`config.mk`:
```
export PLATFORM = sky130hd
export DESIGN_NAME = modular_exponentiation_top
export DESIGN_NICKNAME = d
export VERILOG_FILES = /design/src/rtl/mexp_pkg.sv /design/src/rtl/mexp_dp.sv /design/src/rtl/mexp_ctrl.sv /design/src/rtl/modular_exponentiation_top.sv
export SDC_FILE = /design/constraint.sdc
export NUM_CORES = 2
export LEC_CHECK = 0
export BUFFER_PORTS_ARGS = -buffer_cell sky130_fd_sc_hd__buf_2
export CAP_MARGIN = 20
export CORE_MARGIN = 1
export CORE_UTILIZATION = 50
export CTS_CLUSTER_DIAMETER = 80
export CTS_CLUSTER_SIZE = 10
export DETAILED_ROUTE_END_ITERATION = 10
export HOLD_SLACK_MARGIN = 0.02
export PLACE_DENSITY = 0.71
export REMOVE_ABC_BUFFERS = 1
export SLEW_MARGIN = 20
export SYNTH_ARGS = -nofsm -noshare
export SYNTH_HDL_FRONTEND = slang
export SYNTH_HIERARCHICAL = 1
export SYNTH_SLANG_ARGS = --single-unit
```
`constraint.sdc`:
```
create_clock -name clock -period 10.7 [get_ports clock]
set_clock_uncertainty 0.05 [all_clocks]
set_input_delay 3.21 -clock clock [delete_from_list [all_inputs] [get_ports clock]]
set_output_delay 3.21 -clock clock [all_outputs]
set_load 0.02 [all_outputs]
```
`src/rtl/mexp_pkg.sv`:
```
package mexp_pkg;

   localparam int DATA_W = 64;
   localparam int CSR_INDEX_W = 1;

   localparam logic [CSR_INDEX_W-1:0] CSR_MODULUS = 1'b0;
   localparam logic [CSR_INDEX_W-1:0] CSR_EXPONENT = 1'b1;

   localparam logic [DATA_W-1:0] MODULUS_RESET = 64'd3;
   localparam logic [DATA_W-1:0] EXPONENT_RESET = 64'd1;

   typedef enum logic [2:0] {
      ST_IDLE,
      ST_REDUCE,
      ST_CHECK,
      ST_MUL,
      ST_COMMIT,
      ST_HOLD
   } mexp_state_type;

   typedef struct packed {
      logic load;
      logic red_step;
      logic mul_start;
      logic mul_step;
      logic commit;
      logic out_load;
   } mexp_cmd_type;

   typedef struct packed {
      logic n_small;
      logic e_done;
   } mexp_status_type;

endpackage

```
`src/rtl/mexp_dp.sv`:
```
module mexp_dp #(
   parameter int WIDTH = 64
) (
   input  logic                         clock,
   input  mexp_pkg::mexp_cmd_type       cmd,
   output mexp_pkg::mexp_status_type    status,
   input  logic [mexp_pkg::DATA_W-1:0]  base,
   input  logic [mexp_pkg::DATA_W-1:0]  modulus,
   input  logic [mexp_pkg::DATA_W-1:0]  exponent,
   output logic [mexp_pkg::DATA_W-1:0]  result
);

   logic [WIDTH-1:0] n_ff, n_in;
   logic [WIDTH-1:0] e_ff, e_in;
   logic [WIDTH-1:0] shift_ff, shift_in;
   logic [WIDTH-1:0] sq_ff, sq_in;
   logic [WIDTH-1:0] acc_ff, acc_in;
   logic [WIDTH-1:0] pa_ff, pa_in;
   logic [WIDTH-1:0] ps_ff, ps_in;
   logic [mexp_pkg::DATA_W-1:0] res_ff, res_in;

   logic [WIDTH:0]   red_t;
   logic [WIDTH+1:0] red_d;
   logic [WIDTH-1:0] red_next;

   // (2p + (take ? x : 0)) mod m, with p < m and x < m
   function automatic logic [WIDTH-1:0] dbl_add_mod(
      input logic [WIDTH-1:0] p,
      input logic [WIDTH-1:0] x,
      input logic [WIDTH-1:0] m,
      input logic             take
   );
      logic [WIDTH+1:0] t;
      logic [WIDTH+1:0] d1;
      logic [WIDTH+1:0] d2;
      t  = {1'b0, p, 1'b0} + (take ? {2'b00, x} : '0);
      d1 = t - {2'b00, m};
      d2 = t - {1'b0, m, 1'b0};
      if (!d2[WIDTH+1]) begin
         return d2[WIDTH-1:0];
      end else if (!d1[WIDTH+1]) begin
         return d1[WIDTH-1:0];
      end
      return t[WIDTH-1:0];
   endfunction

   // one restoring step of base mod n, base bits enter from the top
   always_comb begin
      red_t = {sq_ff, shift_ff[WIDTH-1]};
      red_d = {1'b0, red_t} - {2'b00, n_ff};
      red_next = red_d[WIDTH+1] ? red_t[WIDTH-1:0] : red_d[WIDTH-1:0];
   end

   always_comb begin
      n_in = n_ff;
      e_in = e_ff;
      shift_in = shift_ff;
      sq_in = sq_ff;
      acc_in = acc_ff;
      pa_in = pa_ff;
      ps_in = ps_ff;
      res_in = res_ff;
      if (cmd.load) begin
         n_in = modulus[WIDTH-1:0];
         e_in = exponent[WIDTH-1:0];
         shift_in = base[WIDTH-1:0];
         sq_in = '0;
         acc_in = WIDTH'(1);
      end
      if (cmd.red_step) begin
         sq_in = red_next;
         shift_in = {shift_ff[WIDTH-2:0], 1'b0};
      end
      if (cmd.mul_start) begin
         shift_in = sq_ff;
         pa_in = '0;
         ps_in = '0;
      end
      if (cmd.mul_step) begin
         // both products scan the bits of the current square
         pa_in = dbl_add_mod(pa_ff, acc_ff, n_ff, shift_ff[WIDTH-1]);
         ps_in = dbl_add_mod(ps_ff, sq_ff, n_ff, shift_ff[WIDTH-1]);
         shift_in = {shift_ff[WIDTH-2:0], 1'b0};
      end
      if (cmd.commit) begin
         if (e_ff[0]) begin
            acc_in = pa_ff;
         end
         sq_in = ps_ff;
         e_in = e_ff >> 1;
      end
      if (cmd.out_load) begin
         res_in = status.n_small ? '0 : mexp_pkg::DATA_W'(acc_ff);
      end
   end

   always_ff @(posedge clock) begin
      n_ff <= n_in;
      e_ff <= e_in;
      shift_ff <= shift_in;
      sq_ff <= sq_in;
      acc_ff <= acc_in;
      pa_ff <= pa_in;
      ps_ff <= ps_in;
      res_ff <= res_in;
   end

   assign status.n_small = (n_ff >> 1) == '0;
   assign status.e_done = e_ff == '0;
   assign result = res_ff;

endmodule

```
`src/rtl/mexp_ctrl.sv`:
```
module mexp_ctrl #(
   parameter int WIDTH = 64
) (
   input  logic                       clock,
   input  logic                       reset,
   input  logic                       req_tvalid,
   output logic                       req_tready,
   output logic                       rsp_tvalid,
   input  logic                       rsp_tready,
   output mexp_pkg::mexp_cmd_type     cmd,
   input  mexp_pkg::mexp_status_type  status
);

   localparam int CNT_W = $clog2(WIDTH);

   mexp_pkg::mexp_state_type state_ff, state_in;
   logic [CNT_W-1:0] cnt_ff, cnt_in;
   logic             out_valid_ff, out_valid_in;
   logic             cnt_last;
   logic             out_free;

   assign cnt_last = cnt_ff == CNT_W'(WIDTH - 1);
   assign out_free = !out_valid_ff || rsp_tready;

   always_comb begin
      state_in = state_ff;
      case (state_ff)
         mexp_pkg::ST_IDLE: begin
            if (req_tvalid) begin
               state_in = mexp_pkg::ST_REDUCE;
            end
         end
         mexp_pkg::ST_REDUCE: begin
            if (cnt_last) begin
               state_in = mexp_pkg::ST_CHECK;
            end
         end
         mexp_pkg::ST_CHECK: begin
            if (status.n_small || status.e_done) begin
               state_in = mexp_pkg::ST_HOLD;
            end else begin
               state_in = mexp_pkg::ST_MUL;
            end
         end
         mexp_pkg::ST_MUL: begin
            if (cnt_last) begin
               state_in = mexp_pkg::ST_COMMIT;
            end
         end
         mexp_pkg::ST_COMMIT: begin
            state_in = mexp_pkg::ST_CHECK;
         end
         mexp_pkg::ST_HOLD: begin
            if (out_free) begin
               state_in = mexp_pkg::ST_IDLE;
            end
         end
         default: begin
            state_in = mexp_pkg::ST_IDLE;
         end
      endcase
   end

   always_comb begin
      cmd = '0;
      req_tready = 1'b0;
      case (state_ff)
         mexp_pkg::ST_IDLE: begin
            req_tready = 1'b1;
            cmd.load = req_tvalid;
         end
         mexp_pkg::ST_REDUCE: begin
            cmd.red_step = 1'b1;
         end
         mexp_pkg::ST_CHECK: begin
            cmd.mul_start = !(status.n_small || status.e_done);
         end
         mexp_pkg::ST_MUL: begin
            cmd.mul_step = 1'b1;
         end
         mexp_pkg::ST_COMMIT: begin
            cmd.commit = 1'b1;
         end
         mexp_pkg::ST_HOLD: begin
            cmd.out_load = out_free;
         end
         default: begin
            cmd = '0;
         end
      endcase
   end

   always_comb begin
      if ((state_ff == mexp_pkg::ST_REDUCE || state_ff == mexp_pkg::ST_MUL) && !cnt_last) begin
         cnt_in = cnt_ff + 1'b1;
      end else begin
         cnt_in = '0;
      end
      if (cmd.out_load) begin
         out_valid_in = 1'b1;
      end else if (rsp_tready) begin
         out_valid_in = 1'b0;
      end else begin
         out_valid_in = out_valid_ff;
      end
   end

   always_ff @(posedge clock) begin
      if (reset) begin
         state_ff <= mexp_pkg::ST_IDLE;
         cnt_ff <= '0;
         out_valid_ff <= 1'b0;
      end else begin
         state_ff <= state_in;
         cnt_ff <= cnt_in;
         out_valid_ff <= out_valid_in;
      end
   end

   assign rsp_tvalid = out_valid_ff;

   a_out_load_free: assert property (@(posedge clock) disable iff (reset)
      cmd.out_load |-> (!out_valid_ff || rsp_tready))
      else $error("result loaded over an untaken result");

   a_accept_starts: assert property (@(posedge clock) disable iff (reset)
      (req_tvalid && req_tready) |=> (state_ff == mexp_pkg::ST_REDUCE && cnt_ff == '0))
      else $error("accepted request did not start reduction");

   a_mul_cnt_zero: assert property (@(posedge clock) disable iff (reset)
      cmd.mul_start |=> (state_ff == mexp_pkg::ST_MUL && cnt_ff == '0))
      else $error("multiply pass entered with a stale count");

   a_cmd_onehot: assert property (@(posedge clock) disable iff (reset)
      $onehot0({cmd.load, cmd.red_step, cmd.mul_start, cmd.mul_step, cmd.commit,
                cmd.out_load}))
      else $error("more than one datapath command");

endmodule

```
`src/rtl/modular_exponentiation_top.sv`:
```
// Computes base^exponent mod modulus on WIDTH-bit unsigned values (the low WIDTH bits of each
// 64-bit field are used), scanning the exponent from its lowest bit up. A request is held in the
// datapath for its whole run: base is first reduced mod modulus one bit per cycle, then for
// each exponent bit up to the highest set one a bit-serial pass forms the running product and
// the next square together, between a check state and a commit state. Each multiply lane has a
// single double-and-add-mod step. A new request is taken once the previous result sits in the
// output register, even if it has not been taken yet. Modulus below 2 gives 0, exponent zero
// gives 1. Registers: index 0 modulus (reset 3), index 1 exponent (reset 1); write them only
// while no request is in progress.
module modular_exponentiation_top #(
   parameter int WIDTH = 64
) (
   input  logic                                clock,
   input  logic                                reset,
   input  logic                                req_tvalid,
   output logic                                req_tready,
   input  logic [mexp_pkg::DATA_W-1:0]         req_tdata,  // [63:0] base
   output logic                                rsp_tvalid,
   input  logic                                rsp_tready,
   output logic [mexp_pkg::DATA_W-1:0]         rsp_tdata,  // [63:0] result
   input  logic                                csr_valid,
   output logic                                csr_ready,
   input  logic [mexp_pkg::CSR_INDEX_W-1:0]    csr_index,
   input  logic [mexp_pkg::DATA_W-1:0]         csr_data
);

   logic [mexp_pkg::DATA_W-1:0] modulus_ff, modulus_in;
   logic [mexp_pkg::DATA_W-1:0] exponent_ff, exponent_in;
   mexp_pkg::mexp_cmd_type      cmd;
   mexp_pkg::mexp_status_type   status;

   assign csr_ready = 1'b1;

   always_comb begin
      modulus_in = modulus_ff;
      exponent_in = exponent_ff;
      if (csr_valid) begin
         case (csr_index)
            mexp_pkg::CSR_MODULUS: modulus_in = csr_data;
            mexp_pkg::CSR_EXPONENT: exponent_in = csr_data;
            default: begin
               modulus_in = modulus_ff;
            end
         endcase
      end
   end

   always_ff @(posedge clock) begin
      if (reset) begin
         modulus_ff <= mexp_pkg::MODULUS_RESET;
         exponent_ff <= mexp_pkg::EXPONENT_RESET;
      end else begin
         modulus_ff <= modulus_in;
         exponent_ff <= exponent_in;
      end
   end

   mexp_ctrl #(
      .WIDTH(WIDTH)
   ) u_ctrl (
      .clock      (clock),
      .reset      (reset),
      .req_tvalid (req_tvalid),
      .req_tready (req_tready),
      .rsp_tvalid (rsp_tvalid),
      .rsp_tready (rsp_tready),
      .cmd        (cmd),
      .status     (status)
   );

   mexp_dp #(
      .WIDTH(WIDTH)
   ) u_dp (
      .clock    (clock),
      .cmd      (cmd),
      .status   (status),
      .base     (req_tdata),
      .modulus  (modulus_ff),
      .exponent (exponent_ff),
      .result   (rsp_tdata)
   );

endmodule
```
==> metrics.md <==
| Metric | Value |
|---|---|
| CP Data Required Time | `about 11000 ps` |
| CP endpoint kind | `flip-flop` |
| Pleak | `~25 nW` |
| Std-Cell Rows | `121` |
| Final Util | `between 50% and 60%` |
| Non-filler cells, final | `7833` |
| PD cells | `203 nW/µm²` |
| Sw power | `5.22 mW` |
| Syn Inst Count | `6364` |
| Crit path time final | `8830 ps` |
| Hold_buf cts | `0` |
| CTS Buffer Depth | `3` |
| Max-cap check violation count | `0` |
| Fmax | `113 MHz` |
| Post-synthesis sequential element count | `650` |
| Pint | `6.81 mW` |
| Post-CTS Setup Bufs | `0` |
| DR vias | `between 40000 and 50000` |
| Htree depth | `3` |
| Layout cells sized above 1 | `around 7.8%` |
| Post-route setup slack | `~1900 ps` |
| Total core area | `109000 µm²` |
| Slew @ Worst Pin | `between 1000 and 1500 ps` |
| Routed wire length | `between 150 and 200 mm` |
| Area Growth Syn to Fin | `8.04%` |
| CP max FO | `between 100 and 150` |
| Top post-synthesis cells by area | `edfxtp_1 (24%), ha_1 (10%), dfxtp_1 (7.4%), a21oi_1 (5.8%), o21ai_0 (4.4%)` |
| Routability cong. | `0.970` |
| Grt total ovfl | `0` |
| Fillers | `10100` |
| TritonRoute pass-1 iters | `8` |
| Die Height | `333 µm` |
| Arrival time of the worst setup path | `9200 ps` |
| Nets | `6943` |
| Period Utilization, post-route | `82.5%` |
| Root buffer cell | `clkbuf_16` |
| Initial antenna violation count | `0` |
| Post-synth EDFFs | `446` |
| CTS sink count | `650` |
| Pre-CTS WS | `1970 ps` |
| Placed Area | `~57000 µm²` |
| Rel. slew slack | `17.5%` |
| Layout Cell Area excl Fill | `between 50000 and 60000 µm²` |
| Avg Cell Area, Syn | `8.63 µm²` |
| Asr flop ratio synth | `0%` |
| Status | `finished, final reports clean` |
| Sequential power share | `26.5%` |
| Wire per inst | `21.3 µm` |
| Top-Level Pins | `201` |
| Drt first-iter violations | `4355` |
| Clock network fraction of total power | `21.8%` |
| Final Hold Viols | `0` |
| Synth warnings | `6` |
| TritonCTS clock tree | `built` |
| Total CTS buffers | `80` |
| Total track usage | `just under 30%` |
| Sw Share | `43.4%` |
| Comb pwr share | `51.7%` |
| Full die area | `111000 µm²` |
| Post-cts sizing count | `0` |
| Setup violations, final | `0` |
| Pin count of the biggest net entering global routing | `roughly 130` |
| Clock latency on the worst-skew pair | `680 ps` |
| Vias per cell | `roughly 6` |
| Cell Area, Synth | `54900 µm²` |
| Peak supply drop | `0.145 mV` |
| Yosys top cell area share | `24.4%` |
| Vias in the first global route | `45400` |
| Slowest cell delay on critical path | `890 ps` |
| Post-synth top area cell | `edfxtp_1` |
| Hold slack | `374 ps` |
| CP Class | `flip-flop to flip-flop` |
| DP Wirelength | `approximately 130 mm` |
| Die Wd | `333 µm` |
| Setup repair after global routing missed its margin | `no` |
| Final ANT Viol Nets | `0` |
| Sequential element share of the synthesized area | `31.8%` |
| Top FF cell, synth | `edfxtp_1` |
| Slowest-stage cell, CP | `mux2i_4` |
| CTS clk-pin slew, worst paths | `60 ps` |
| Global-route wire length before repair | `256 mm` |
| Synth unique cells | `106` |
| Worst hold-check path type | `flip-flop to flip-flop` |
| Initial Utilization | `50.4%` |
| Port bufs | `199` |
| # DRC | `0` |
| Cell with the most instances after synthesis | `a21oi_1` |
| Antenna diodes | `0` |
| Inst Count DP | `between 7000 and 8000` |
| Max Slew Vio Count | `0` |
| Synth cell count leaders | `a21oi_1 (633), nand2_1 (556), o21ai_0 (481)` |
| CP Launch Type | `flip-flop` |
metrics by stage:
stage | TNS, ps | power, mW
2_1_floorplan | -309250 | 7.75
3_3_place_gp | 0 | 9.29
3_5_place_dp | 0 | 9.28
4_1_cts | 0 | 11.9
5_1_grt | 0 | 12.8
6_report | 0 | 12.0
critical path, delay by kind of cell (launching register included):
family | cells | cell delay (ps)
and+or+nand+nor | 8 | 1310
buffers and inverters | 2 | 710
DFF | 1 | 380
xor gates and xnor gates | 1 | 430
muxes | 1 | 890
adders and majority gates | 3 | 880
AOI/OAI and AO/OA | 13 | 3740
layer usage:
layer / vias to the layer above / wire length (µm) / share of wire [%] / track usage (%)
met1: 22700 / 77900 / 47 / 41.0
met4: 0 / 7790 / 4.7 / 13.0
met3: 278 / 9230 / 5.5 / 2.66
met2: 1662 / 72000 / 43 / 45.1
met5: - / 0 / 0 / 0
li1: 23600 / - / - / -
flip-flops by register name (all words and copies together) (netlist names):
name	count
u_dp/result	64
u_dp/e_ff	64
u_ctrl/cnt_ff	6
modulus_ff	64
u_dp/n_ff	64
u_dp/acc_ff	64
u_dp/ps_ff	64
u_dp/pa_ff	64
u_dp/shift_ff	64
u_dp/sq_ff	64
u_ctrl/state_ff	3
u_ctrl/rsp_tvalid	1
exponent_ff	64
logic make-up (layout without fill, tap and decap cells):
group / after synthesis / in the layout / synth area share [%]
AO/OA/AOI/OAI: 2197 / 2197 / 25.8
AND/OR/NAND/NOR: 1898 / 1898 / 17.4
flip-flops: 650 / 650 / 31.8
buffers and inverters: 546 / 601 / 4.03
adder cells (fa/ha/maj): 454 / 454 / 10.4
XOR/XNOR: 406 / 406 / 6.48
multiplexers: 212 / 212 / 4.05
other: 1 / 1 / 0.00683
cell type report:
cell class | count | area [µm²] | area share, %
Multi-Input combinational cell | 5168 | 35400 | 59.6
Clock buffer | 130 | 2240 | 3.78
Sequential cell | 650 | 17500 | 29.5
Tap cell | 1414 | 1770 | 2.98
Clock inverter | 16 | 282 | 0.475
Timing Repair Buffer | 243 | 1390 | 2.35
Inverter | 212 | 796 | 1.34
final timing paths:
check | cells after the start | slack (ps) | to | start
max | 28 | 1870 | u_dp/ps_ff[5] | u_dp/shift_ff[63]
min | 0 | 370 | u_dp/n_ff[57] | modulus_ff[57]
max reg2reg | 28 | 1870 | u_dp/ps_ff[5] | u_dp/shift_ff[63]
min reg2reg | 0 | 370 | u_dp/n_ff[57] | modulus_ff[57]
power by group through the flow:
stage	sequential [mW]	combinational [mW]	clock, mW
6_report	3.19	6.22	2.62
5_1_grt	3.21	6.80	2.77
4_1_cts	3.18	6.09	2.68
3_5_place_dp	3.23	6.05	0
3_3_place_gp	3.22	6.07	0
2_1_floorplan	3.15	4.60	0
cell usage in the layout (no fill, tap or decap), drive strengths merged, types with 18 or more instances in the layout:
| cell type | synthesis | routed |
|---|---|---|
| a2111oi | 18 | 18 |
| a211o | 24 | 24 |
| a211oi | 65 | 65 |
| a21o | 217 | 217 |
| a21oi | 635 | 635 |
| a221oi | 20 | 20 |
| a22oi | 127 | 127 |
| a311oi | 19 | 19 |
| a31oi | 75 | 75 |
| and2 | 163 | 163 |
| and3 | 33 | 33 |
| buf | 68 | 243 |
| clkbuf | 266 | 130 |
| dfxtp | 204 | 204 |
| edfxtp | 446 | 446 |
| ha | 447 | 447 |
| inv | 211 | 215 |
| mux2 | 66 | 66 |
| mux2i | 146 | 146 |
| nand2 | 556 | 556 |
| nand2b | 307 | 307 |
| nand3 | 114 | 114 |
| nand4 | 91 | 91 |
| nor2 | 332 | 332 |
| nor2b | 106 | 106 |
| nor3 | 80 | 80 |
| nor4 | 41 | 41 |
| o211a | 55 | 55 |
| o211ai | 109 | 109 |
| o21a | 54 | 54 |
| o21ai | 493 | 493 |
| o21bai | 102 | 102 |
| o31ai | 29 | 29 |
| or3 | 18 | 18 |
| xnor2 | 247 | 247 |
| xor2 | 159 | 159 |
Note: power is estimated with default switching activity, not from simulation.
